==> src/rtl/core/imuobs_pkg.sv <==
// Shared types, register codes and the microprogram of the IMU bias observer.
// Used by every module under rtl/core; depends on nothing else.

package imuobs_pkg;

    typedef struct packed {
        logic signed [31:0] accel_x;
        logic signed [31:0] accel_y;
        logic signed [31:0] accel_z;
        logic signed [31:0] rate_x;
        logic signed [31:0] rate_y;
        logic signed [31:0] rate_z;
    } t_in;

    typedef struct packed {
        logic signed [31:0] est_accel_x;
        logic signed [31:0] est_accel_y;
        logic signed [31:0] est_accel_z;
        logic signed [31:0] accel_bias_x;
        logic signed [31:0] accel_bias_y;
        logic signed [31:0] accel_bias_z;
        logic signed [31:0] rate_bias_x;
        logic signed [31:0] rate_bias_y;
        logic signed [31:0] rate_bias_z;
        logic signed [31:0] offset_bias_x;
        logic signed [31:0] offset_bias_y;
        logic signed [31:0] offset_bias_z;
    } t_out;

    localparam int CFG_W    = 31;
    localparam int PADDR_W  = 5;

    typedef enum logic [2:0] {
        REG_GAIN_EST         = 3'd0,
        REG_GAIN_ACC_BIAS    = 3'd1,
        REG_GAIN_RATE_BIAS   = 3'd2,
        REG_GAIN_OFFSET_BIAS = 3'd3,
        REG_STEP_TIME        = 3'd4
    } t_reg;

    typedef struct packed {
        logic [CFG_W-1:0] gain_est;
        logic [CFG_W-1:0] gain_acc_bias;
        logic [CFG_W-1:0] gain_rate_bias;
        logic [CFG_W-1:0] gain_offset_bias;
        logic [CFG_W-1:0] step_time;
    } t_cfg;

    // Operand sources and writeback targets of the shared unit
    typedef enum logic [5:0] {
        SEL_ZERO, SEL_ONE,
        SEL_K1, SEL_K2, SEL_K3, SEL_K4, SEL_ST,
        SEL_A0, SEL_A1, SEL_A2,
        SEL_W0, SEL_W1, SEL_W2,
        SEL_E0, SEL_E1, SEL_E2,
        SEL_BA0, SEL_BA1, SEL_BA2,
        SEL_BW0, SEL_BW1, SEL_BW2,
        SEL_BZ0, SEL_BZ1, SEL_BZ2,
        SEL_DA0, SEL_DA1, SEL_DA2,
        SEL_DE0, SEL_DE1, SEL_DE2,
        SEL_T0, SEL_T1, SEL_T2
    } t_sel;

    typedef struct packed {
        t_sel src_a;
        t_sel src_b;
        logic clr;
        logic neg;
        logic wb;
        t_sel dest;
    } t_uop;

    typedef struct packed {
        logic               en;
        t_sel               dest;
        logic signed [31:0] data;
    } t_wb;

    localparam int UCODE_LEN = 84;
    localparam int PC_W      = $clog2(UCODE_LEN);

    typedef struct packed {
        logic cap;
        logic init;
        logic issue;
        logic load_out;
        t_uop uop;
    } t_seq_ctl;

    localparam logic signed [63:0] SAT_MAX = 64'sd2147483647;
    localparam logic signed [63:0] SAT_MIN = -64'sd2147483648;

    function automatic t_uop mk(t_sel a, t_sel b, logic clr, logic neg, logic wb, t_sel dest);
        t_uop u;
        u.src_a = a;
        u.src_b = b;
        u.clr   = clr;
        u.neg   = neg;
        u.wb    = wb;
        u.dest  = dest;
        return u;
    endfunction

    // Each step: acc = (clr ? 0 : acc) +/- floor(a*b); write sat(acc) to dest when wb.
    // A value written by one step is read no earlier than two steps later.
    function automatic t_uop ucode(logic [PC_W-1:0] pc);
        t_uop u;
        case (pc)
            // da = e - a
            0:  u = mk(SEL_E0,  SEL_ONE, 1'b1, 1'b0, 1'b0, SEL_ZERO);
            1:  u = mk(SEL_A0,  SEL_ONE, 1'b0, 1'b1, 1'b1, SEL_DA0);
            2:  u = mk(SEL_E1,  SEL_ONE, 1'b1, 1'b0, 1'b0, SEL_ZERO);
            3:  u = mk(SEL_A1,  SEL_ONE, 1'b0, 1'b1, 1'b1, SEL_DA1);
            4:  u = mk(SEL_E2,  SEL_ONE, 1'b1, 1'b0, 1'b0, SEL_ZERO);
            5:  u = mk(SEL_A2,  SEL_ONE, 1'b0, 1'b1, 1'b1, SEL_DA2);
            // de x: w x e, w x ba, a x bw, then the five-term sum
            6:  u = mk(SEL_W1,  SEL_E2,  1'b1, 1'b0, 1'b0, SEL_ZERO);
            7:  u = mk(SEL_W2,  SEL_E1,  1'b0, 1'b1, 1'b1, SEL_T0);
            8:  u = mk(SEL_W1,  SEL_BA2, 1'b1, 1'b0, 1'b0, SEL_ZERO);
            9:  u = mk(SEL_W2,  SEL_BA1, 1'b0, 1'b1, 1'b1, SEL_T1);
            10: u = mk(SEL_A1,  SEL_BW2, 1'b1, 1'b0, 1'b0, SEL_ZERO);
            11: u = mk(SEL_A2,  SEL_BW1, 1'b0, 1'b1, 1'b1, SEL_T2);
            12: u = mk(SEL_T0,  SEL_ONE, 1'b1, 1'b1, 1'b0, SEL_ZERO);
            13: u = mk(SEL_T1,  SEL_ONE, 1'b0, 1'b0, 1'b0, SEL_ZERO);
            14: u = mk(SEL_T2,  SEL_ONE, 1'b0, 1'b1, 1'b0, SEL_ZERO);
            15: u = mk(SEL_BZ0, SEL_ONE, 1'b0, 1'b1, 1'b0, SEL_ZERO);
            16: u = mk(SEL_K1,  SEL_DA0, 1'b0, 1'b1, 1'b1, SEL_DE0);
            // de y
            17: u = mk(SEL_W2,  SEL_E0,  1'b1, 1'b0, 1'b0, SEL_ZERO);
            18: u = mk(SEL_W0,  SEL_E2,  1'b0, 1'b1, 1'b1, SEL_T0);
            19: u = mk(SEL_W2,  SEL_BA0, 1'b1, 1'b0, 1'b0, SEL_ZERO);
            20: u = mk(SEL_W0,  SEL_BA2, 1'b0, 1'b1, 1'b1, SEL_T1);
            21: u = mk(SEL_A2,  SEL_BW0, 1'b1, 1'b0, 1'b0, SEL_ZERO);
            22: u = mk(SEL_A0,  SEL_BW2, 1'b0, 1'b1, 1'b1, SEL_T2);
            23: u = mk(SEL_T0,  SEL_ONE, 1'b1, 1'b1, 1'b0, SEL_ZERO);
            24: u = mk(SEL_T1,  SEL_ONE, 1'b0, 1'b0, 1'b0, SEL_ZERO);
            25: u = mk(SEL_T2,  SEL_ONE, 1'b0, 1'b1, 1'b0, SEL_ZERO);
            26: u = mk(SEL_BZ1, SEL_ONE, 1'b0, 1'b1, 1'b0, SEL_ZERO);
            27: u = mk(SEL_K1,  SEL_DA1, 1'b0, 1'b1, 1'b1, SEL_DE1);
            // de z
            28: u = mk(SEL_W0,  SEL_E1,  1'b1, 1'b0, 1'b0, SEL_ZERO);
            29: u = mk(SEL_W1,  SEL_E0,  1'b0, 1'b1, 1'b1, SEL_T0);
            30: u = mk(SEL_W0,  SEL_BA1, 1'b1, 1'b0, 1'b0, SEL_ZERO);
            31: u = mk(SEL_W1,  SEL_BA0, 1'b0, 1'b1, 1'b1, SEL_T1);
            32: u = mk(SEL_A0,  SEL_BW1, 1'b1, 1'b0, 1'b0, SEL_ZERO);
            33: u = mk(SEL_A1,  SEL_BW0, 1'b0, 1'b1, 1'b1, SEL_T2);
            34: u = mk(SEL_T0,  SEL_ONE, 1'b1, 1'b1, 1'b0, SEL_ZERO);
            35: u = mk(SEL_T1,  SEL_ONE, 1'b0, 1'b0, 1'b0, SEL_ZERO);
            36: u = mk(SEL_T2,  SEL_ONE, 1'b0, 1'b1, 1'b0, SEL_ZERO);
            37: u = mk(SEL_BZ2, SEL_ONE, 1'b0, 1'b1, 1'b0, SEL_ZERO);
            38: u = mk(SEL_K1,  SEL_DA2, 1'b0, 1'b1, 1'b1, SEL_DE2);
            // e += dt * de
            39: u = mk(SEL_E0,  SEL_ONE, 1'b1, 1'b0, 1'b0, SEL_ZERO);
            40: u = mk(SEL_ST,  SEL_DE0, 1'b0, 1'b0, 1'b1, SEL_E0);
            41: u = mk(SEL_E1,  SEL_ONE, 1'b1, 1'b0, 1'b0, SEL_ZERO);
            42: u = mk(SEL_ST,  SEL_DE1, 1'b0, 1'b0, 1'b1, SEL_E1);
            43: u = mk(SEL_E2,  SEL_ONE, 1'b1, 1'b0, 1'b0, SEL_ZERO);
            44: u = mk(SEL_ST,  SEL_DE2, 1'b0, 1'b0, 1'b1, SEL_E2);
            // accel bias: w x da, times k2, integrate
            45: u = mk(SEL_W1,  SEL_DA2, 1'b1, 1'b0, 1'b0, SEL_ZERO);
            46: u = mk(SEL_W2,  SEL_DA1, 1'b0, 1'b1, 1'b1, SEL_T0);
            47: u = mk(SEL_W2,  SEL_DA0, 1'b1, 1'b0, 1'b0, SEL_ZERO);
            48: u = mk(SEL_W0,  SEL_DA2, 1'b0, 1'b1, 1'b1, SEL_T1);
            49: u = mk(SEL_W0,  SEL_DA1, 1'b1, 1'b0, 1'b0, SEL_ZERO);
            50: u = mk(SEL_W1,  SEL_DA0, 1'b0, 1'b1, 1'b1, SEL_T2);
            51: u = mk(SEL_K2,  SEL_T0,  1'b1, 1'b0, 1'b1, SEL_T0);
            52: u = mk(SEL_K2,  SEL_T1,  1'b1, 1'b0, 1'b1, SEL_T1);
            53: u = mk(SEL_K2,  SEL_T2,  1'b1, 1'b0, 1'b1, SEL_T2);
            54: u = mk(SEL_BA0, SEL_ONE, 1'b1, 1'b0, 1'b0, SEL_ZERO);
            55: u = mk(SEL_ST,  SEL_T0,  1'b0, 1'b0, 1'b1, SEL_BA0);
            56: u = mk(SEL_BA1, SEL_ONE, 1'b1, 1'b0, 1'b0, SEL_ZERO);
            57: u = mk(SEL_ST,  SEL_T1,  1'b0, 1'b0, 1'b1, SEL_BA1);
            58: u = mk(SEL_BA2, SEL_ONE, 1'b1, 1'b0, 1'b0, SEL_ZERO);
            59: u = mk(SEL_ST,  SEL_T2,  1'b0, 1'b0, 1'b1, SEL_BA2);
            // gyro bias: a x da, times -k3, integrate
            60: u = mk(SEL_A1,  SEL_DA2, 1'b1, 1'b0, 1'b0, SEL_ZERO);
            61: u = mk(SEL_A2,  SEL_DA1, 1'b0, 1'b1, 1'b1, SEL_T0);
            62: u = mk(SEL_A2,  SEL_DA0, 1'b1, 1'b0, 1'b0, SEL_ZERO);
            63: u = mk(SEL_A0,  SEL_DA2, 1'b0, 1'b1, 1'b1, SEL_T1);
            64: u = mk(SEL_A0,  SEL_DA1, 1'b1, 1'b0, 1'b0, SEL_ZERO);
            65: u = mk(SEL_A1,  SEL_DA0, 1'b0, 1'b1, 1'b1, SEL_T2);
            66: u = mk(SEL_K3,  SEL_T0,  1'b1, 1'b1, 1'b1, SEL_T0);
            67: u = mk(SEL_K3,  SEL_T1,  1'b1, 1'b1, 1'b1, SEL_T1);
            68: u = mk(SEL_K3,  SEL_T2,  1'b1, 1'b1, 1'b1, SEL_T2);
            69: u = mk(SEL_BW0, SEL_ONE, 1'b1, 1'b0, 1'b0, SEL_ZERO);
            70: u = mk(SEL_ST,  SEL_T0,  1'b0, 1'b0, 1'b1, SEL_BW0);
            71: u = mk(SEL_BW1, SEL_ONE, 1'b1, 1'b0, 1'b0, SEL_ZERO);
            72: u = mk(SEL_ST,  SEL_T1,  1'b0, 1'b0, 1'b1, SEL_BW1);
            73: u = mk(SEL_BW2, SEL_ONE, 1'b1, 1'b0, 1'b0, SEL_ZERO);
            74: u = mk(SEL_ST,  SEL_T2,  1'b0, 1'b0, 1'b1, SEL_BW2);
            // offset bias: k4 * da, integrate
            75: u = mk(SEL_K4,  SEL_DA0, 1'b1, 1'b0, 1'b1, SEL_T0);
            76: u = mk(SEL_K4,  SEL_DA1, 1'b1, 1'b0, 1'b1, SEL_T1);
            77: u = mk(SEL_K4,  SEL_DA2, 1'b1, 1'b0, 1'b1, SEL_T2);
            78: u = mk(SEL_BZ0, SEL_ONE, 1'b1, 1'b0, 1'b0, SEL_ZERO);
            79: u = mk(SEL_ST,  SEL_T0,  1'b0, 1'b0, 1'b1, SEL_BZ0);
            80: u = mk(SEL_BZ1, SEL_ONE, 1'b1, 1'b0, 1'b0, SEL_ZERO);
            81: u = mk(SEL_ST,  SEL_T1,  1'b0, 1'b0, 1'b1, SEL_BZ1);
            82: u = mk(SEL_BZ2, SEL_ONE, 1'b1, 1'b0, 1'b0, SEL_ZERO);
            83: u = mk(SEL_ST,  SEL_T2,  1'b0, 1'b0, 1'b1, SEL_BZ2);
            default: u = mk(SEL_ZERO, SEL_ZERO, 1'b1, 1'b0, 1'b0, SEL_ZERO);
        endcase
        return u;
    endfunction

endpackage

==> src/rtl/core/imuobs_mac.sv <==
// Shared multiply-accumulate unit: registered 32x32 product, floor shift,
// accumulate with saturating writeback. Depends on imuobs_pkg.

module imuobs_mac
    import imuobs_pkg::*;
#(
    parameter int FRAC_BITS = 16
) (
    input  logic               i_clk,
    input  logic               i_rst_n,
    input  logic               i_issue,
    input  t_uop               i_uop,
    input  logic signed [31:0] i_opa,
    input  logic signed [31:0] i_opb,
    output t_wb                o_wb
);

    logic signed [63:0] prod;
    logic signed [63:0] r_prod;
    t_uop               r_uop;
    logic               r_v;
    logic signed [63:0] r_acc;
    logic signed [63:0] shifted;
    logic signed [63:0] term;
    logic signed [63:0] acc_next;
    logic signed [31:0] sat_val;

    assign prod = i_opa * i_opb;

    always_ff @(posedge i_clk) begin
        if (!i_rst_n) begin
            r_v <= 1'b0;
        end else begin
            r_v <= i_issue;
        end
    end

    always_ff @(posedge i_clk) begin
        r_prod <= prod;
        r_uop  <= i_uop;
        if (r_v) begin
            r_acc <= acc_next;
        end
    end

    always_comb begin
        shifted  = r_prod >>> FRAC_BITS;
        term     = r_uop.neg ? -shifted : shifted;
        acc_next = (r_uop.clr ? 64'sd0 : r_acc) + term;
        if (acc_next > SAT_MAX) begin
            sat_val = SAT_MAX[31:0];
        end else if (acc_next < SAT_MIN) begin
            sat_val = SAT_MIN[31:0];
        end else begin
            sat_val = acc_next[31:0];
        end
    end

    assign o_wb.en   = r_v && r_uop.wb;
    assign o_wb.dest = r_uop.dest;
    assign o_wb.data = sat_val;

endmodule

==> config.mk <==
export PLATFORM = sky130hd
export DESIGN_NAME = imuobs_mac
export DESIGN_NICKNAME = d
export VERILOG_FILES = /design/src/rtl/core/imuobs_pkg.sv /design/src/rtl/core/imuobs_mac.sv
export SDC_FILE = /design/constraint.sdc
export NUM_CORES = 2
export LEC_CHECK = 0
export BUFFER_PORTS_ARGS = -buffer_cell sky130_fd_sc_hd__buf_2
export CAP_MARGIN = 0
export CORE_UTILIZATION = 60
export CTS_BUF_LIST = sky130_fd_sc_hd__clkbuf_8
export DETAILED_ROUTE_END_ITERATION = 12
export PLACE_DENSITY = 0.77
export RECOVER_POWER = 100
export SLEW_MARGIN = 20
export SYNTH_ARGS = -nofsm -noshare
export SYNTH_HDL_FRONTEND = slang
export SYNTH_SLANG_ARGS = --single-unit
==> constraint.sdc <==
create_clock -name i_clk -period 12 [get_ports i_clk]
set_input_delay 3 -clock i_clk [delete_from_list [all_inputs] [get_ports i_clk]]
set_output_delay 3 -clock i_clk [all_outputs]
set_load 0.02 [all_outputs]
==> flow_summary.rst <==
.. list-table::
   :header-rows: 1

   * - Metric
     - Value
   * - Top FF cell, synth
     - sky130_fd_sc_hd__edfxtp_1
   * - Average instance area after synthesis
     - 9.26 um^2
   * - # IOs
     - 127
   * - Width of the die
     - 275 um
   * - Core outline area
     - 73500 um^2
   * - Number of port buffers
     - 114
   * - RSZ-0062 raised after global routing
     - false
   * - Number of cells produced by synthesis
     - 4841
   * - Startpoint kind of the worst setup timing path
     - flop
   * - Count of buffers added by post-CTS timing repair for setup
     - 0
   * - Post-route cell area
     - 46300 um^2
   * - Share of the yosys chip area belonging to registers
     - 6.88%
   * - Required time at the worst-slack endpoint
     - 9.00 ns
   * - Effective utilization at floorplan
     - 61.0%
   * - Final min period
     - 11.13 ns
   * - Congestion Overflow GR
     - 0
   * - Hold crit path type
     - reg2reg
   * - Placement-stage worst setup slack
     - 0.770 ns
   * - Vias in the first global route
     - 34942
   * - Relative slew slack
     - -143%
   * - Biggest fanout along the worst timing path
     - 31
   * - Worst path arrival time
     - 8.13 ns
   * - Vias
     - 32963
   * - Worst Slack Setup Final
     - 0.872 ns
   * - Number of hold-repair buffers added at the cts stage
     - 0
   * - Number of buffers on the longest clock path
     - 2
   * - Synthesis Warnings
     - 0
   * - Total number of clock tree sinks
     - 122
   * - Count of routing violations after the opening detailed-route iteration
     - 2449
   * - Sort of element at the end of the critical path
     - output pin
   * - Floorplan die area
     - 75800 um^2
   * - FFs w/ async S/R, synth
     - 0%
   * - Combined flip-flop and latch cell area
     - 3080 um^2
   * - Overall track demand over capacity in global routing
     - 31.3%
   * - Netlist area before placement
     - 44800 um^2
   * - Synth area leader
     - sky130_fd_sc_hd__fa_1
   * - Post-synthesis cell type count
     - 83
   * - Yosys reg bits
     - 122
   * - Global-route wire length before repair
     - 184 mm
   * - Placed cell area
     - 45900 um^2
   * - Fin nets
     - 6186
   * - Final HPWL DP
     - 92.5 mm
   * - Worst-Margin Slew
     - 3.65 ns
   * - Area growth from synthesis to layout
     - 3.20%
   * - Worst slack on hold paths
     - 0.757 ns
   * - Synthesized net count
     - 6255
   * - Number of H-tree levels
     - 4
   * - Post-cts sizing count
     - 0
   * - Die Y-Extent
     - 275 um
   * - Total setup violations reported at the end of the flow
     - 0
   * - Number of enable flip-flop cells after synthesis
     - 64
   * - Weighted congestion at the end of routability-driven global placement
     - 0.956
   * - Maximum clock frequency
     - 0.0899 GHz
   * - WL/cell
     - 19.7 um
   * - Later-pin clock latency in the skew report
     - 0.45 ns
   * - Total Neg Setup Slack
     - 0 ns
   * - Violations in the final reports
     - capacitance limit, slew limit
   * - Pin count of the biggest net entering global routing
     - 66
   * - Post-route ant nets
     - 0
   * - Part of the cycle the worst path needs
     - 92.7%
   * - Layout fillers
     - 6094
   * - Portion of synthesized cell area occupied by the leading cell type
     - 48.3%
   * - Path type of the worst setup path
     - reg2out
   * - Total length of routed wires
     - 113 mm
   * - Area of the multi-input gates
     - 36800 um^2
   * - Remaining DRCs
     - 0
   * - # rows
     - 99
   * - Number of antenna violations at the first check in global routing
     - 2
   * - Reported max-cap violation count
     - 2
   * - Top cells by area, synth
     - sky130_fd_sc_hd__fa_1 48%, sky130_fd_sc_hd__inv_1 8.8%, sky130_fd_sc_hd__and2_1 7.0%
   * - Clk slew on worst S/H paths
     - 0.09 ns
   * - Clock root buffer
     - sky130_fd_sc_hd__clkbuf_8
   * - CTS tree
     - built
   * - Number of vias per cell after detailed routing
     - 5.74
   * - Layout cells sized above 1
     - 4.26%
   * - Clock buffers created by TritonCTS
     - 17
   * - Initial DRT Pass Iterations
     - 5
   * - Status
     - finished, violations left
   * - Fin. Hold Viols
     - 0
   * - Worst clock skew
     - 0.0123 ns
   * - Number of pins exceeding their max-slew limit in the final report
     - 104
[path summary, 6_finish.rpt]
path	startpoint	endpoint	slack, ns	depth (start not counted)
worst min register to register	r_prod[16]	r_acc[0]	0.76	1
worst max-delay path	r_prod[29]	o_wb[15]	0.87	23
worst min-delay path	r_prod[16]	r_acc[0]	0.76	1
worst max register to register	r_prod[29]	r_acc[61]	5.44	20
[cell usage after synthesis, types with 24 or more instances]
library cell and n:
sky130_fd_sc_hd__fa_1 1082, sky130_fd_sc_hd__inv_1 1046, sky130_fd_sc_hd__nand2_1 597, sky130_fd_sc_hd__and2_1 505, sky130_fd_sc_hd__ha_1 244, sky130_fd_sc_hd__clkbuf_1 228
sky130_fd_sc_hd__a21oi_1 113, sky130_fd_sc_hd__xnor2_1 100, sky130_fd_sc_hd__nor2_1 94, sky130_fd_sc_hd__o21ai_0 87, sky130_fd_sc_hd__nor2b_1 76, sky130_fd_sc_hd__a21o_1 67
sky130_fd_sc_hd__edfxtp_1 64, sky130_fd_sc_hd__dfxtp_1 58, sky130_fd_sc_hd__xor2_1 57, sky130_fd_sc_hd__nand2b_1 34, sky130_fd_sc_hd__nand4_1 31, sky130_fd_sc_hd__nor3_1 31
sky130_fd_sc_hd__o21ai_2 31, sky130_fd_sc_hd__and3_1 24
[per-layer routing]
layer | vias to the layer above | global-route usage [%] | routed length, um
met5 | - | 0 | 0
met4 | 0 | 10.1 | 3800
li1 | 14372 | - | -
met3 | 260 | 5.20 | 9600
met2 | 1490 | 50.9 | 53500
met1 | 16841 | 43.0 | 46100
[metrics by stage]
step                      instances  utilization (%)
after floorplan                4841                -
after global placement         5712             62.5
after detailed placement       5712             62.5
after CTS                      5744             63.1
after global routing           5744             63.0
final                          5746             63.0
[worst max-delay path, stage by stage (launching register included)]
cell and delay (ns):
sky130_fd_sc_hd__dfxtp_1 0.34, sky130_fd_sc_hd__or4_1 0.60, sky130_fd_sc_hd__nor4_1 0.28, sky130_fd_sc_hd__nand3_1 0.16, sky130_fd_sc_hd__or2_0 0.34, sky130_fd_sc_hd__or4_1 0.58
sky130_fd_sc_hd__or3_1 0.44, sky130_fd_sc_hd__nor2b_1 0.23, sky130_fd_sc_hd__inv_1 0.11, sky130_fd_sc_hd__o31ai_1 0.28, sky130_fd_sc_hd__xnor2_1 0.10, sky130_fd_sc_hd__ha_1 0.47
sky130_fd_sc_hd__a21oi_1 0.14, sky130_fd_sc_hd__o31ai_1 0.47, sky130_fd_sc_hd__a21oi_1 0.16, sky130_fd_sc_hd__o21ai_0 0.45, sky130_fd_sc_hd__o31ai_1 0.14, sky130_fd_sc_hd__a311oi_1 0.63
sky130_fd_sc_hd__nand3_1 0.14, sky130_fd_sc_hd__nor4_1 0.30, sky130_fd_sc_hd__nand4_1 0.17, sky130_fd_sc_hd__o31a_2 0.61, sky130_fd_sc_hd__o21ai_2 0.25, sky130_fd_sc_hd__clkbuf_1 0.25
[registers in the layout, indices dropped and copies added (netlist names)]
register and cells:
r_v 1, r_acc 64, r_uop 3, r_prod 48, o_wb 6
[cell type report]
type	count	area share, %
Antenna cell	2	0.0108
Clock buffer	17	0.506
Clock inverter	15	0.384
Inverter	1046	8.49
Multi-Input combinational cell	3424	79.5
Sequential cell	122	6.66
Tap cell	959	2.59
Timing Repair Buffer	161	1.88
[logic make-up (layout without fill, tap and decap cells)]
group | after synthesis | count (layout) | share of synthesized area [%]
other | 0 | 2 | 0
and+or+nand+nor | 1467 | 1467 | 16.7
adders and majority gates | 1326 | 1326 | 55.1
xor gates and xnor gates | 158 | 158 | 3.13
AOI/OAI and AO/OA | 473 | 473 | 7.12
DFF | 122 | 122 | 6.88
buffers and inverters | 1295 | 1239 | 11.0
[cell usage in the layout (no fill, tap or decap), types with 7 or more instances in the layout]
cell type and count:
sky130_fd_sc_hd__o31ai_1 21, sky130_fd_sc_hd__a31oi_1 11, sky130_fd_sc_hd__o21ai_0 94, sky130_fd_sc_hd__nand2b_1 34
sky130_fd_sc_hd__dfxtp_1 58, sky130_fd_sc_hd__fa_1 1082, sky130_fd_sc_hd__a211oi_1 17, sky130_fd_sc_hd__nand3_1 22
sky130_fd_sc_hd__o21bai_1 12, sky130_fd_sc_hd__nand2_1 597, sky130_fd_sc_hd__clkbuf_8 17, sky130_fd_sc_hd__ha_1 244
sky130_fd_sc_hd__edfxtp_1 64, sky130_fd_sc_hd__a2111oi_0 7, sky130_fd_sc_hd__xnor2_1 100, sky130_fd_sc_hd__xor2_1 57
sky130_fd_sc_hd__o21ai_2 30, sky130_fd_sc_hd__inv_1 1046, sky130_fd_sc_hd__nor2b_1 76, sky130_fd_sc_hd__nor4_1 9
sky130_fd_sc_hd__nor3_1 31, sky130_fd_sc_hd__a21o_1 67, sky130_fd_sc_hd__buf_4 45, sky130_fd_sc_hd__and3_1 24
sky130_fd_sc_hd__o21a_1 20, sky130_fd_sc_hd__or3_1 8, sky130_fd_sc_hd__buf_2 78, sky130_fd_sc_hd__and2_1 501
sky130_fd_sc_hd__a21oi_1 113, sky130_fd_sc_hd__or4_1 10, sky130_fd_sc_hd__o41ai_1 11, sky130_fd_sc_hd__clkbuf_1 38
sky130_fd_sc_hd__nor2_1 94, sky130_fd_sc_hd__o211ai_1 13, sky130_fd_sc_hd__nand4_1 31
Power is left out: the tool's default activity adds up to more than one toggle a clock period on the data nets, which glitch-free logic cannot reach.
