`src/rtl/core/imuobs_pkg.sv`:
```
// Shared types, register codes and the microprogram of the IMU bias observer.
// Used by every module under rtl/core; depends on nothing else.

package imuobs_pkg;

    typedef struct packed {
        logic signed [31:0] accel_x;
        logic signed [31:0] accel_y;
        logic signed [31:0] accel_z;
        logic signed [31:0] rate_x;
        logic signed [31:0] rate_y;
        logic signed [31:0] rate_z;
    } t_in;

    typedef struct packed {
        logic signed [31:0] est_accel_x;
        logic signed [31:0] est_accel_y;
        logic signed [31:0] est_accel_z;
        logic signed [31:0] accel_bias_x;
        logic signed [31:0] accel_bias_y;
        logic signed [31:0] accel_bias_z;
        logic signed [31:0] rate_bias_x;
        logic signed [31:0] rate_bias_y;
        logic signed [31:0] rate_bias_z;
        logic signed [31:0] offset_bias_x;
        logic signed [31:0] offset_bias_y;
        logic signed [31:0] offset_bias_z;
    } t_out;

    localparam int CFG_W    = 31;
    localparam int PADDR_W  = 5;

    typedef enum logic [2:0] {
        REG_GAIN_EST         = 3'd0,
        REG_GAIN_ACC_BIAS    = 3'd1,
        REG_GAIN_RATE_BIAS   = 3'd2,
        REG_GAIN_OFFSET_BIAS = 3'd3,
        REG_STEP_TIME        = 3'd4
    } t_reg;

    typedef struct packed {
        logic [CFG_W-1:0] gain_est;
        logic [CFG_W-1:0] gain_acc_bias;
        logic [CFG_W-1:0] gain_rate_bias;
        logic [CFG_W-1:0] gain_offset_bias;
        logic [CFG_W-1:0] step_time;
    } t_cfg;

    // Operand sources and writeback targets of the shared unit
    typedef enum logic [5:0] {
        SEL_ZERO, SEL_ONE,
        SEL_K1, SEL_K2, SEL_K3, SEL_K4, SEL_ST,
        SEL_A0, SEL_A1, SEL_A2,
        SEL_W0, SEL_W1, SEL_W2,
        SEL_E0, SEL_E1, SEL_E2,
        SEL_BA0, SEL_BA1, SEL_BA2,
        SEL_BW0, SEL_BW1, SEL_BW2,
        SEL_BZ0, SEL_BZ1, SEL_BZ2,
        SEL_DA0, SEL_DA1, SEL_DA2,
        SEL_DE0, SEL_DE1, SEL_DE2,
        SEL_T0, SEL_T1, SEL_T2
    } t_sel;

    typedef struct packed {
        t_sel src_a;
        t_sel src_b;
        logic clr;
        logic neg;
        logic wb;
        t_sel dest;
    } t_uop;

    typedef struct packed {
        logic               en;
        t_sel               dest;
        logic signed [31:0] data;
    } t_wb;

    localparam int UCODE_LEN = 84;
    localparam int PC_W      = $clog2(UCODE_LEN);

    typedef struct packed {
        logic cap;
        logic init;
        logic issue;
        logic load_out;
        t_uop uop;
    } t_seq_ctl;

    localparam logic signed [63:0] SAT_MAX = 64'sd2147483647;
    localparam logic signed [63:0] SAT_MIN = -64'sd2147483648;

    function automatic t_uop mk(t_sel a, t_sel b, logic clr, logic neg, logic wb, t_sel dest);
        t_uop u;
        u.src_a = a;
        u.src_b = b;
        u.clr   = clr;
        u.neg   = neg;
        u.wb    = wb;
        u.dest  = dest;
        return u;
    endfunction

    // Each step: acc = (clr ? 0 : acc) +/- floor(a*b); write sat(acc) to dest when wb.
    // A value written by one step is read no earlier than two steps later.
    function automatic t_uop ucode(logic [PC_W-1:0] pc);
        t_uop u;
        case (pc)
            // da = e - a
            0:  u = mk(SEL_E0,  SEL_ONE, 1'b1, 1'b0, 1'b0, SEL_ZERO);
            1:  u = mk(SEL_A0,  SEL_ONE, 1'b0, 1'b1, 1'b1, SEL_DA0);
            2:  u = mk(SEL_E1,  SEL_ONE, 1'b1, 1'b0, 1'b0, SEL_ZERO);
            3:  u = mk(SEL_A1,  SEL_ONE, 1'b0, 1'b1, 1'b1, SEL_DA1);
            4:  u = mk(SEL_E2,  SEL_ONE, 1'b1, 1'b0, 1'b0, SEL_ZERO);
            5:  u = mk(SEL_A2,  SEL_ONE, 1'b0, 1'b1, 1'b1, SEL_DA2);
            // de x: w x e, w x ba, a x bw, then the five-term sum
            6:  u = mk(SEL_W1,  SEL_E2,  1'b1, 1'b0, 1'b0, SEL_ZERO);
            7:  u = mk(SEL_W2,  SEL_E1,  1'b0, 1'b1, 1'b1, SEL_T0);
            8:  u = mk(SEL_W1,  SEL_BA2, 1'b1, 1'b0, 1'b0, SEL_ZERO);
            9:  u = mk(SEL_W2,  SEL_BA1, 1'b0, 1'b1, 1'b1, SEL_T1);
            10: u = mk(SEL_A1,  SEL_BW2, 1'b1, 1'b0, 1'b0, SEL_ZERO);
            11: u = mk(SEL_A2,  SEL_BW1, 1'b0, 1'b1, 1'b1, SEL_T2);
            12: u = mk(SEL_T0,  SEL_ONE, 1'b1, 1'b1, 1'b0, SEL_ZERO);
            13: u = mk(SEL_T1,  SEL_ONE, 1'b0, 1'b0, 1'b0, SEL_ZERO);
            14: u = mk(SEL_T2,  SEL_ONE, 1'b0, 1'b1, 1'b0, SEL_ZERO);
            15: u = mk(SEL_BZ0, SEL_ONE, 1'b0, 1'b1, 1'b0, SEL_ZERO);
            16: u = mk(SEL_K1,  SEL_DA0, 1'b0, 1'b1, 1'b1, SEL_DE0);
            // de y
            17: u = mk(SEL_W2,  SEL_E0,  1'b1, 1'b0, 1'b0, SEL_ZERO);
            18: u = mk(SEL_W0,  SEL_E2,  1'b0, 1'b1, 1'b1, SEL_T0);
            19: u = mk(SEL_W2,  SEL_BA0, 1'b1, 1'b0, 1'b0, SEL_ZERO);
            20: u = mk(SEL_W0,  SEL_BA2, 1'b0, 1'b1, 1'b1, SEL_T1);
            21: u = mk(SEL_A2,  SEL_BW0, 1'b1, 1'b0, 1'b0, SEL_ZERO);
            22: u = mk(SEL_A0,  SEL_BW2, 1'b0, 1'b1, 1'b1, SEL_T2);
            23: u = mk(SEL_T0,  SEL_ONE, 1'b1, 1'b1, 1'b0, SEL_ZERO);
            24: u = mk(SEL_T1,  SEL_ONE, 1'b0, 1'b0, 1'b0, SEL_ZERO);
            25: u = mk(SEL_T2,  SEL_ONE, 1'b0, 1'b1, 1'b0, SEL_ZERO);
            26: u = mk(SEL_BZ1, SEL_ONE, 1'b0, 1'b1, 1'b0, SEL_ZERO);
            27: u = mk(SEL_K1,  SEL_DA1, 1'b0, 1'b1, 1'b1, SEL_DE1);
            // de z
            28: u = mk(SEL_W0,  SEL_E1,  1'b1, 1'b0, 1'b0, SEL_ZERO);
            29: u = mk(SEL_W1,  SEL_E0,  1'b0, 1'b1, 1'b1, SEL_T0);
            30: u = mk(SEL_W0,  SEL_BA1, 1'b1, 1'b0, 1'b0, SEL_ZERO);
            31: u = mk(SEL_W1,  SEL_BA0, 1'b0, 1'b1, 1'b1, SEL_T1);
            32: u = mk(SEL_A0,  SEL_BW1, 1'b1, 1'b0, 1'b0, SEL_ZERO);
            33: u = mk(SEL_A1,  SEL_BW0, 1'b0, 1'b1, 1'b1, SEL_T2);
            34: u = mk(SEL_T0,  SEL_ONE, 1'b1, 1'b1, 1'b0, SEL_ZERO);
            35: u = mk(SEL_T1,  SEL_ONE, 1'b0, 1'b0, 1'b0, SEL_ZERO);
            36: u = mk(SEL_T2,  SEL_ONE, 1'b0, 1'b1, 1'b0, SEL_ZERO);
            37: u = mk(SEL_BZ2, SEL_ONE, 1'b0, 1'b1, 1'b0, SEL_ZERO);
            38: u = mk(SEL_K1,  SEL_DA2, 1'b0, 1'b1, 1'b1, SEL_DE2);
            // e += dt * de
            39: u = mk(SEL_E0,  SEL_ONE, 1'b1, 1'b0, 1'b0, SEL_ZERO);
            40: u = mk(SEL_ST,  SEL_DE0, 1'b0, 1'b0, 1'b1, SEL_E0);
            41: u = mk(SEL_E1,  SEL_ONE, 1'b1, 1'b0, 1'b0, SEL_ZERO);
            42: u = mk(SEL_ST,  SEL_DE1, 1'b0, 1'b0, 1'b1, SEL_E1);
            43: u = mk(SEL_E2,  SEL_ONE, 1'b1, 1'b0, 1'b0, SEL_ZERO);
            44: u = mk(SEL_ST,  SEL_DE2, 1'b0, 1'b0, 1'b1, SEL_E2);
            // accel bias: w x da, times k2, integrate
            45: u = mk(SEL_W1,  SEL_DA2, 1'b1, 1'b0, 1'b0, SEL_ZERO);
            46: u = mk(SEL_W2,  SEL_DA1, 1'b0, 1'b1, 1'b1, SEL_T0);
            47: u = mk(SEL_W2,  SEL_DA0, 1'b1, 1'b0, 1'b0, SEL_ZERO);
            48: u = mk(SEL_W0,  SEL_DA2, 1'b0, 1'b1, 1'b1, SEL_T1);
            49: u = mk(SEL_W0,  SEL_DA1, 1'b1, 1'b0, 1'b0, SEL_ZERO);
            50: u = mk(SEL_W1,  SEL_DA0, 1'b0, 1'b1, 1'b1, SEL_T2);
            51: u = mk(SEL_K2,  SEL_T0,  1'b1, 1'b0, 1'b1, SEL_T0);
            52: u = mk(SEL_K2,  SEL_T1,  1'b1, 1'b0, 1'b1, SEL_T1);
            53: u = mk(SEL_K2,  SEL_T2,  1'b1, 1'b0, 1'b1, SEL_T2);
            54: u = mk(SEL_BA0, SEL_ONE, 1'b1, 1'b0, 1'b0, SEL_ZERO);
            55: u = mk(SEL_ST,  SEL_T0,  1'b0, 1'b0, 1'b1, SEL_BA0);
            56: u = mk(SEL_BA1, SEL_ONE, 1'b1, 1'b0, 1'b0, SEL_ZERO);
            57: u = mk(SEL_ST,  SEL_T1,  1'b0, 1'b0, 1'b1, SEL_BA1);
            58: u = mk(SEL_BA2, SEL_ONE, 1'b1, 1'b0, 1'b0, SEL_ZERO);
            59: u = mk(SEL_ST,  SEL_T2,  1'b0, 1'b0, 1'b1, SEL_BA2);
            // gyro bias: a x da, times -k3, integrate
            60: u = mk(SEL_A1,  SEL_DA2, 1'b1, 1'b0, 1'b0, SEL_ZERO);
            61: u = mk(SEL_A2,  SEL_DA1, 1'b0, 1'b1, 1'b1, SEL_T0);
            62: u = mk(SEL_A2,  SEL_DA0, 1'b1, 1'b0, 1'b0, SEL_ZERO);
            63: u = mk(SEL_A0,  SEL_DA2, 1'b0, 1'b1, 1'b1, SEL_T1);
            64: u = mk(SEL_A0,  SEL_DA1, 1'b1, 1'b0, 1'b0, SEL_ZERO);
            65: u = mk(SEL_A1,  SEL_DA0, 1'b0, 1'b1, 1'b1, SEL_T2);
            66: u = mk(SEL_K3,  SEL_T0,  1'b1, 1'b1, 1'b1, SEL_T0);
            67: u = mk(SEL_K3,  SEL_T1,  1'b1, 1'b1, 1'b1, SEL_T1);
            68: u = mk(SEL_K3,  SEL_T2,  1'b1, 1'b1, 1'b1, SEL_T2);
            69: u = mk(SEL_BW0, SEL_ONE, 1'b1, 1'b0, 1'b0, SEL_ZERO);
            70: u = mk(SEL_ST,  SEL_T0,  1'b0, 1'b0, 1'b1, SEL_BW0);
            71: u = mk(SEL_BW1, SEL_ONE, 1'b1, 1'b0, 1'b0, SEL_ZERO);
            72: u = mk(SEL_ST,  SEL_T1,  1'b0, 1'b0, 1'b1, SEL_BW1);
            73: u = mk(SEL_BW2, SEL_ONE, 1'b1, 1'b0, 1'b0, SEL_ZERO);
            74: u = mk(SEL_ST,  SEL_T2,  1'b0, 1'b0, 1'b1, SEL_BW2);
            // offset bias: k4 * da, integrate
            75: u = mk(SEL_K4,  SEL_DA0, 1'b1, 1'b0, 1'b1, SEL_T0);
            76: u = mk(SEL_K4,  SEL_DA1, 1'b1, 1'b0, 1'b1, SEL_T1);
            77: u = mk(SEL_K4,  SEL_DA2, 1'b1, 1'b0, 1'b1, SEL_T2);
            78: u = mk(SEL_BZ0, SEL_ONE, 1'b1, 1'b0, 1'b0, SEL_ZERO);
            79: u = mk(SEL_ST,  SEL_T0,  1'b0, 1'b0, 1'b1, SEL_BZ0);
            80: u = mk(SEL_BZ1, SEL_ONE, 1'b1, 1'b0, 1'b0, SEL_ZERO);
            81: u = mk(SEL_ST,  SEL_T1,  1'b0, 1'b0, 1'b1, SEL_BZ1);
            82: u = mk(SEL_BZ2, SEL_ONE, 1'b1, 1'b0, 1'b0, SEL_ZERO);
            83: u = mk(SEL_ST,  SEL_T2,  1'b0, 1'b0, 1'b1, SEL_BZ2);
            default: u = mk(SEL_ZERO, SEL_ZERO, 1'b1, 1'b0, 1'b0, SEL_ZERO);
        endcase
        return u;
    endfunction

endpackage

```
`src/rtl/core/imuobs_rf.sv`:
```
// Operand registers: sample, state vectors and temporaries, with the two
// operand selectors of the shared unit. Depends on imuobs_pkg.

module imuobs_rf
    import imuobs_pkg::*;
#(
    parameter int FRAC_BITS = 16
) (
    input  logic               i_clk,
    input  logic               i_rst_n,
    input  logic               i_cap,
    input  logic               i_init,
    input  t_in                i_in,
    input  t_wb                i_wb,
    input  t_cfg               i_cfg,
    input  t_sel               i_sel_a,
    input  t_sel               i_sel_b,
    output logic signed [31:0] o_opa,
    output logic signed [31:0] o_opb,
    output t_out               o_state
);

    localparam logic signed [31:0] FX_ONE = 32'sd1 <<< FRAC_BITS;

    typedef struct packed {
        logic [2:0][31:0] a;
        logic [2:0][31:0] w;
        logic [2:0][31:0] e;
        logic [2:0][31:0] ba;
        logic [2:0][31:0] bw;
        logic [2:0][31:0] bz;
        logic [2:0][31:0] da;
        logic [2:0][31:0] de;
        logic [2:0][31:0] t;
    } t_srcs;

    logic [2:0][31:0] r_a, r_w, r_e, r_ba, r_bw, r_bz, r_da, r_de, r_t;
    t_srcs            srcs;

    function automatic logic signed [31:0] pick(t_sel s, t_srcs p, t_cfg c);
        logic [31:0] v;
        case (s)
            SEL_ZERO: v = '0;
            SEL_ONE:  v = FX_ONE;
            SEL_K1:   v = {1'b0, c.gain_est};
            SEL_K2:   v = {1'b0, c.gain_acc_bias};
            SEL_K3:   v = {1'b0, c.gain_rate_bias};
            SEL_K4:   v = {1'b0, c.gain_offset_bias};
            SEL_ST:   v = {1'b0, c.step_time};
            SEL_A0:   v = p.a[0];
            SEL_A1:   v = p.a[1];
            SEL_A2:   v = p.a[2];
            SEL_W0:   v = p.w[0];
            SEL_W1:   v = p.w[1];
            SEL_W2:   v = p.w[2];
            SEL_E0:   v = p.e[0];
            SEL_E1:   v = p.e[1];
            SEL_E2:   v = p.e[2];
            SEL_BA0:  v = p.ba[0];
            SEL_BA1:  v = p.ba[1];
            SEL_BA2:  v = p.ba[2];
            SEL_BW0:  v = p.bw[0];
            SEL_BW1:  v = p.bw[1];
            SEL_BW2:  v = p.bw[2];
            SEL_BZ0:  v = p.bz[0];
            SEL_BZ1:  v = p.bz[1];
            SEL_BZ2:  v = p.bz[2];
            SEL_DA0:  v = p.da[0];
            SEL_DA1:  v = p.da[1];
            SEL_DA2:  v = p.da[2];
            SEL_DE0:  v = p.de[0];
            SEL_DE1:  v = p.de[1];
            SEL_DE2:  v = p.de[2];
            SEL_T0:   v = p.t[0];
            SEL_T1:   v = p.t[1];
            SEL_T2:   v = p.t[2];
            default:  v = '0;
        endcase
        return $signed(v);
    endfunction

    assign srcs = '{a: r_a, w: r_w, e: r_e, ba: r_ba, bw: r_bw, bz: r_bz,
                    da: r_da, de: r_de, t: r_t};

    assign o_opa = pick(i_sel_a, srcs, i_cfg);
    assign o_opb = pick(i_sel_b, srcs, i_cfg);

    // state vectors
    always_ff @(posedge i_clk) begin
        if (!i_rst_n) begin
            r_e  <= '0;
            r_ba <= '0;
            r_bw <= '0;
            r_bz <= '0;
        end else begin
            if (i_init) begin
                r_e[0] <= i_in.accel_x;
                r_e[1] <= i_in.accel_y;
                r_e[2] <= i_in.accel_z;
            end
            if (i_wb.en) begin
                case (i_wb.dest)
                    SEL_E0:  r_e[0]  <= i_wb.data;
                    SEL_E1:  r_e[1]  <= i_wb.data;
                    SEL_E2:  r_e[2]  <= i_wb.data;
                    SEL_BA0: r_ba[0] <= i_wb.data;
                    SEL_BA1: r_ba[1] <= i_wb.data;
                    SEL_BA2: r_ba[2] <= i_wb.data;
                    SEL_BW0: r_bw[0] <= i_wb.data;
                    SEL_BW1: r_bw[1] <= i_wb.data;
                    SEL_BW2: r_bw[2] <= i_wb.data;
                    SEL_BZ0: r_bz[0] <= i_wb.data;
                    SEL_BZ1: r_bz[1] <= i_wb.data;
                    SEL_BZ2: r_bz[2] <= i_wb.data;
                    default: ;
                endcase
            end
        end
    end

    // sample and temporaries
    always_ff @(posedge i_clk) begin
        if (i_cap) begin
            r_a[0] <= i_in.accel_x;
            r_a[1] <= i_in.accel_y;
            r_a[2] <= i_in.accel_z;
            r_w[0] <= i_in.rate_x;
            r_w[1] <= i_in.rate_y;
            r_w[2] <= i_in.rate_z;
        end
        if (i_wb.en) begin
            case (i_wb.dest)
                SEL_DA0: r_da[0] <= i_wb.data;
                SEL_DA1: r_da[1] <= i_wb.data;
                SEL_DA2: r_da[2] <= i_wb.data;
                SEL_DE0: r_de[0] <= i_wb.data;
                SEL_DE1: r_de[1] <= i_wb.data;
                SEL_DE2: r_de[2] <= i_wb.data;
                SEL_T0:  r_t[0]  <= i_wb.data;
                SEL_T1:  r_t[1]  <= i_wb.data;
                SEL_T2:  r_t[2]  <= i_wb.data;
                default: ;
            endcase
        end
    end

    assign o_state.est_accel_x   = $signed(r_e[0]);
    assign o_state.est_accel_y   = $signed(r_e[1]);
    assign o_state.est_accel_z   = $signed(r_e[2]);
    assign o_state.accel_bias_x  = $signed(r_ba[0]);
    assign o_state.accel_bias_y  = $signed(r_ba[1]);
    assign o_state.accel_bias_z  = $signed(r_ba[2]);
    assign o_state.rate_bias_x   = $signed(r_bw[0]);
    assign o_state.rate_bias_y   = $signed(r_bw[1]);
    assign o_state.rate_bias_z   = $signed(r_bw[2]);
    assign o_state.offset_bias_x = $signed(r_bz[0]);
    assign o_state.offset_bias_y = $signed(r_bz[1]);
    assign o_state.offset_bias_z = $signed(r_bz[2]);

endmodule

```
`config.mk`:
```
export PLATFORM = sky130hd
export DESIGN_NAME = imuobs_rf
export DESIGN_NICKNAME = d
export VERILOG_FILES = /design/src/rtl/core/imuobs_pkg.sv /design/src/rtl/core/imuobs_rf.sv
export SDC_FILE = /design/constraint.sdc
export NUM_CORES = 2
export LEC_CHECK = 0
export ABC_AREA = 1
export ABC_CLOCK_PERIOD_IN_PS = 5000
export BUFFER_PORTS_ARGS = -buffer_cell sky130_fd_sc_hd__clkbuf_2
export CAP_MARGIN = 10
export CORE_MARGIN = 2
export CORE_UTILIZATION = 35
export DETAILED_ROUTE_END_ITERATION = 8
export GPL_ROUTABILITY_DRIVEN = 0
export PLACE_DENSITY = 0.55
export REMOVE_ABC_BUFFERS = 1
export SLEW_MARGIN = 20
export SYNTH_ARGS = -nofsm -noshare
export SYNTH_HDL_FRONTEND = slang
export SYNTH_SLANG_ARGS = --single-unit
```
`constraint.sdc`:
```
create_clock -name i_clk -period 5 [get_ports i_clk]
set_input_delay 1.25 -clock i_clk [delete_from_list [all_inputs] [get_ports i_clk]]
set_output_delay 1.25 -clock i_clk [all_outputs]
set_load 0.005 [all_outputs]
```
==> reports/results.ini <==
[cts]
cts_buffers = 102
post_cts_buffers = 0
root_buffer = clkbuf_16
cts_sinks = 864
clk_pin_slew_ns = 0.06
htreeDepth = 3
cts_resized = 0
clockBufferDepth = 3
clkLatencyLatePin_ns = 0.72
cts_tree = yes
cts_hold_repair.buffers = 0

[worst_setup_path]
required_ns = 3.75
cp.arrival_ns = 3.72
end_kind = output pin
startpoint = i_sel_b[2]
start_kind = input pin
crit_fanout = 31
worstReg2RegStart = o_state[308]
reg2reg_to = o_state[308]
rr_worst_depth = 4
r2r_setup_slack_ns = 3.92
critPathKind = in2out

[timing]
fmax_mhz = 201
whs_ns = 0.481
timing.setup.tns_ns = 0
finalCritPeriodShare_pct = 99.4
grt_setup_unrepaired = false
hold_viol = 0
slew_headroom_pct = 28.9
period_needed_ns = 4.97
fin_skew_ns = 0
finalSetupViolations = 0
tightest_slew_ns = 1.07
drv_slew = 0

[synthesis]
syn_area_sq_mm = 0.0456
synth_area_per_cell_sq_um = 7.41
synthTopCellsByArea = edfxtp_1, dfxtp_1, nand2_1
syn_inst = 6150
netlist-cell-type-count = 22
synth-edff-count = 480
synth.top_cell.area_share_pct = 31.6
dominantRegCellSynth = edfxtp_1
yosysTopAreaCell = edfxtp_1
synth_seq_cells = 864
async_flop_share_pct = 0
yosysWarnings = 0
ys_seq_area_share_pct = 48.5

[die]
chipWidth_um = 365
core_sq_mm = 0.129
start_util_pct = 35.2
rows = 132
ioPinCount = 850
die_h_um = 365
fp.dieArea_sq_mm = 0.133

[global_routing]
grt_remaining_overflow = 0
grt_pass1_wl_um = 353000
first_global_vias = 46400
grtUsageTotal_pct = 37.5
grt_max_degree = 138
antenna_found_initial = 35

[routing]
wl_per_cell_um = 29.7
ant_nets = 0
drt_iter0_drc = 8057
drt_pass1_iterations = 8
num_vias = 50900
postRouteWirelength_um = 260000
vias_per_cell = 5.79
drc = 0

[min_path]
min_to = o_state[20]
worstHoldStart = o_state[20]
hold_depth = 2
hp-class = reg2reg

[pwr]
power.density_mw_per_mm2 = 305
vdd_drop_max_mv = 0.287
p_leak_nw = 25.0

[placement]
numPortBuffers = 849
place_hpwl_um = 185000

[job]
drv_cap = 0

[finish]
fillers = 13100
finalNetCount = 7331
syn_to_final_growth_pct = 24.9
drive_above_1_share_pct = 19.9
finish.utilization_pct = 44.0

[outcome]
run_status = completed

cell usage after synthesis (4+ instances only):
| cell type | instances |
|---|---|
| nand2_1 | 1451 |
| o21ai_0 | 964 |
| nor2_1 | 704 |
| nand3_1 | 651 |
| edfxtp_1 | 480 |
| a21oi_1 | 384 |
| dfxtp_1 | 384 |
| inv_1 | 382 |
| clkbuf_1 | 259 |
| nand4_1 | 135 |
| buf_2 | 125 |
| o21ai_1 | 71 |
| mux2_2 | 62 |
| buf_1 | 28 |
| clkinv_1 | 27 |
| nor2_2 | 17 |
| inv_2 | 10 |
| nor3_1 | 7 |
| nand2_2 | 4 |
per-layer routing:
layer  vias up  track usage, %  part of all wire [%]
met5         -               0                 0.061
met4        22            26.9                   8.3
met3       827            10.7                    13
met2      3790            57.0                    43
met1     23900            45.4                    36
li1      22300               -                     -
kinds of logic (layout without fill, tap and decap cells):
group                  count (synthesis)  after routing  share of synthesized area, %
AND/OR/NAND/NOR                     2973           2973                          27.2
flip-flops                           864            864                          48.5
AO/OA/AOI/OAI                       1419           1419                          15.6
multiplexers                          62             62                          1.53
buffers and inverters                832           1700                          7.20
other                                  0             22                             0
worst max path at each step:
| stage | end | slack [ns] | cells after the start |
|---|---|---|---|
| after floorplan | o_opb[11] | -3.46 | 7 |
| after global placement | o_opb[15] | 0.16 | 11 |
| after detailed placement | o_opb[15] | 0.18 | 11 |
| after CTS | o_opb[15] | 0.17 | 11 |
| after global routing | o_opb[15] | 0.02 | 11 |
| final | o_opb[15] | 0.03 | 11 |
critical path: stages:
cell and delay [ns]:
clkbuf_2 0.15, nand2_1 0.25, inv_1 0.15, nand3_2 0.08
buf_4 0.55, o21ai_0 0.17, nor2_1 0.13, nand2_1 0.05
nor2_1 0.42, nand2_1 0.28, clkbuf_2 0.19
placed cells by master, fill, tap and decap left out, types with 2 or more instances in the layout:
master	synthesis	routed
nor3_1	7	6
clkinv_2	0	18
dfxtp_1	384	384
clkbuf_8	0	21
nand3_1	651	648
o21ai_0	964	964
nor2_1	704	667
inv_1	382	380
inv_16	0	3
buf_4	1	168
mux2_2	62	62
bufinv_16	0	6
clkinv_16	0	2
buf_12	0	71
nand2_1	1451	1445
diode_2	0	22
nor2_2	17	7
nand3_2	0	3
clkbuf_1	259	24
buf_8	0	2
clkbuf_16	0	105
inv_6	0	4
clkbuf_2	0	846
clkinv_4	0	2
edfxtp_1	480	480
nor2_4	2	49
inv_2	10	12
nor4_2	0	2
nand2_2	4	9
clkinv_1	27	33
nand4_1	135	135
a21oi_1	384	384
o21ai_1	71	71
cell type report:
cell class	count	area [sq um]	area share [%]
flip-flops and latches	864	22100	38.8
multi-input cells	4454	20600	36.1
clock buffers	150	3010	5.28
clock inverters	43	482	0.846
well taps	1742	2180	3.83
diodes	22	55.1	0.0967
repair buffers	1088	6960	12.2
inverters	419	1580	2.78
sequential cells by signal, summed over array words and instances (netlist names):
signal	flops
r_a	96
r_w	96
r_de	96
r_da	96
r_t	96
o_state	384
report_power, final:
group / switching (W) / internal (W)
registers: 0.000158 / 0.00772
clock network: 0.00332 / 0.00451
logic: 0.00120 / 0.000475
total: 0.00468 / 0.0127
per-stage QoR:
stage                     setup slack (ns)  total power, W  cell area [sq um]  cells
after floorplan                      -3.46         0.00846              43900   5737
after global placement               0.159         0.00962              53400   8567
after detailed placement             0.179         0.00963              53400   8567
after CTS                            0.168          0.0173              56900   8760
after global routing                0.0154          0.0177              56900   8779
final                               0.0304          0.0174              56900   8782
(Power assumes the default switching activity.)
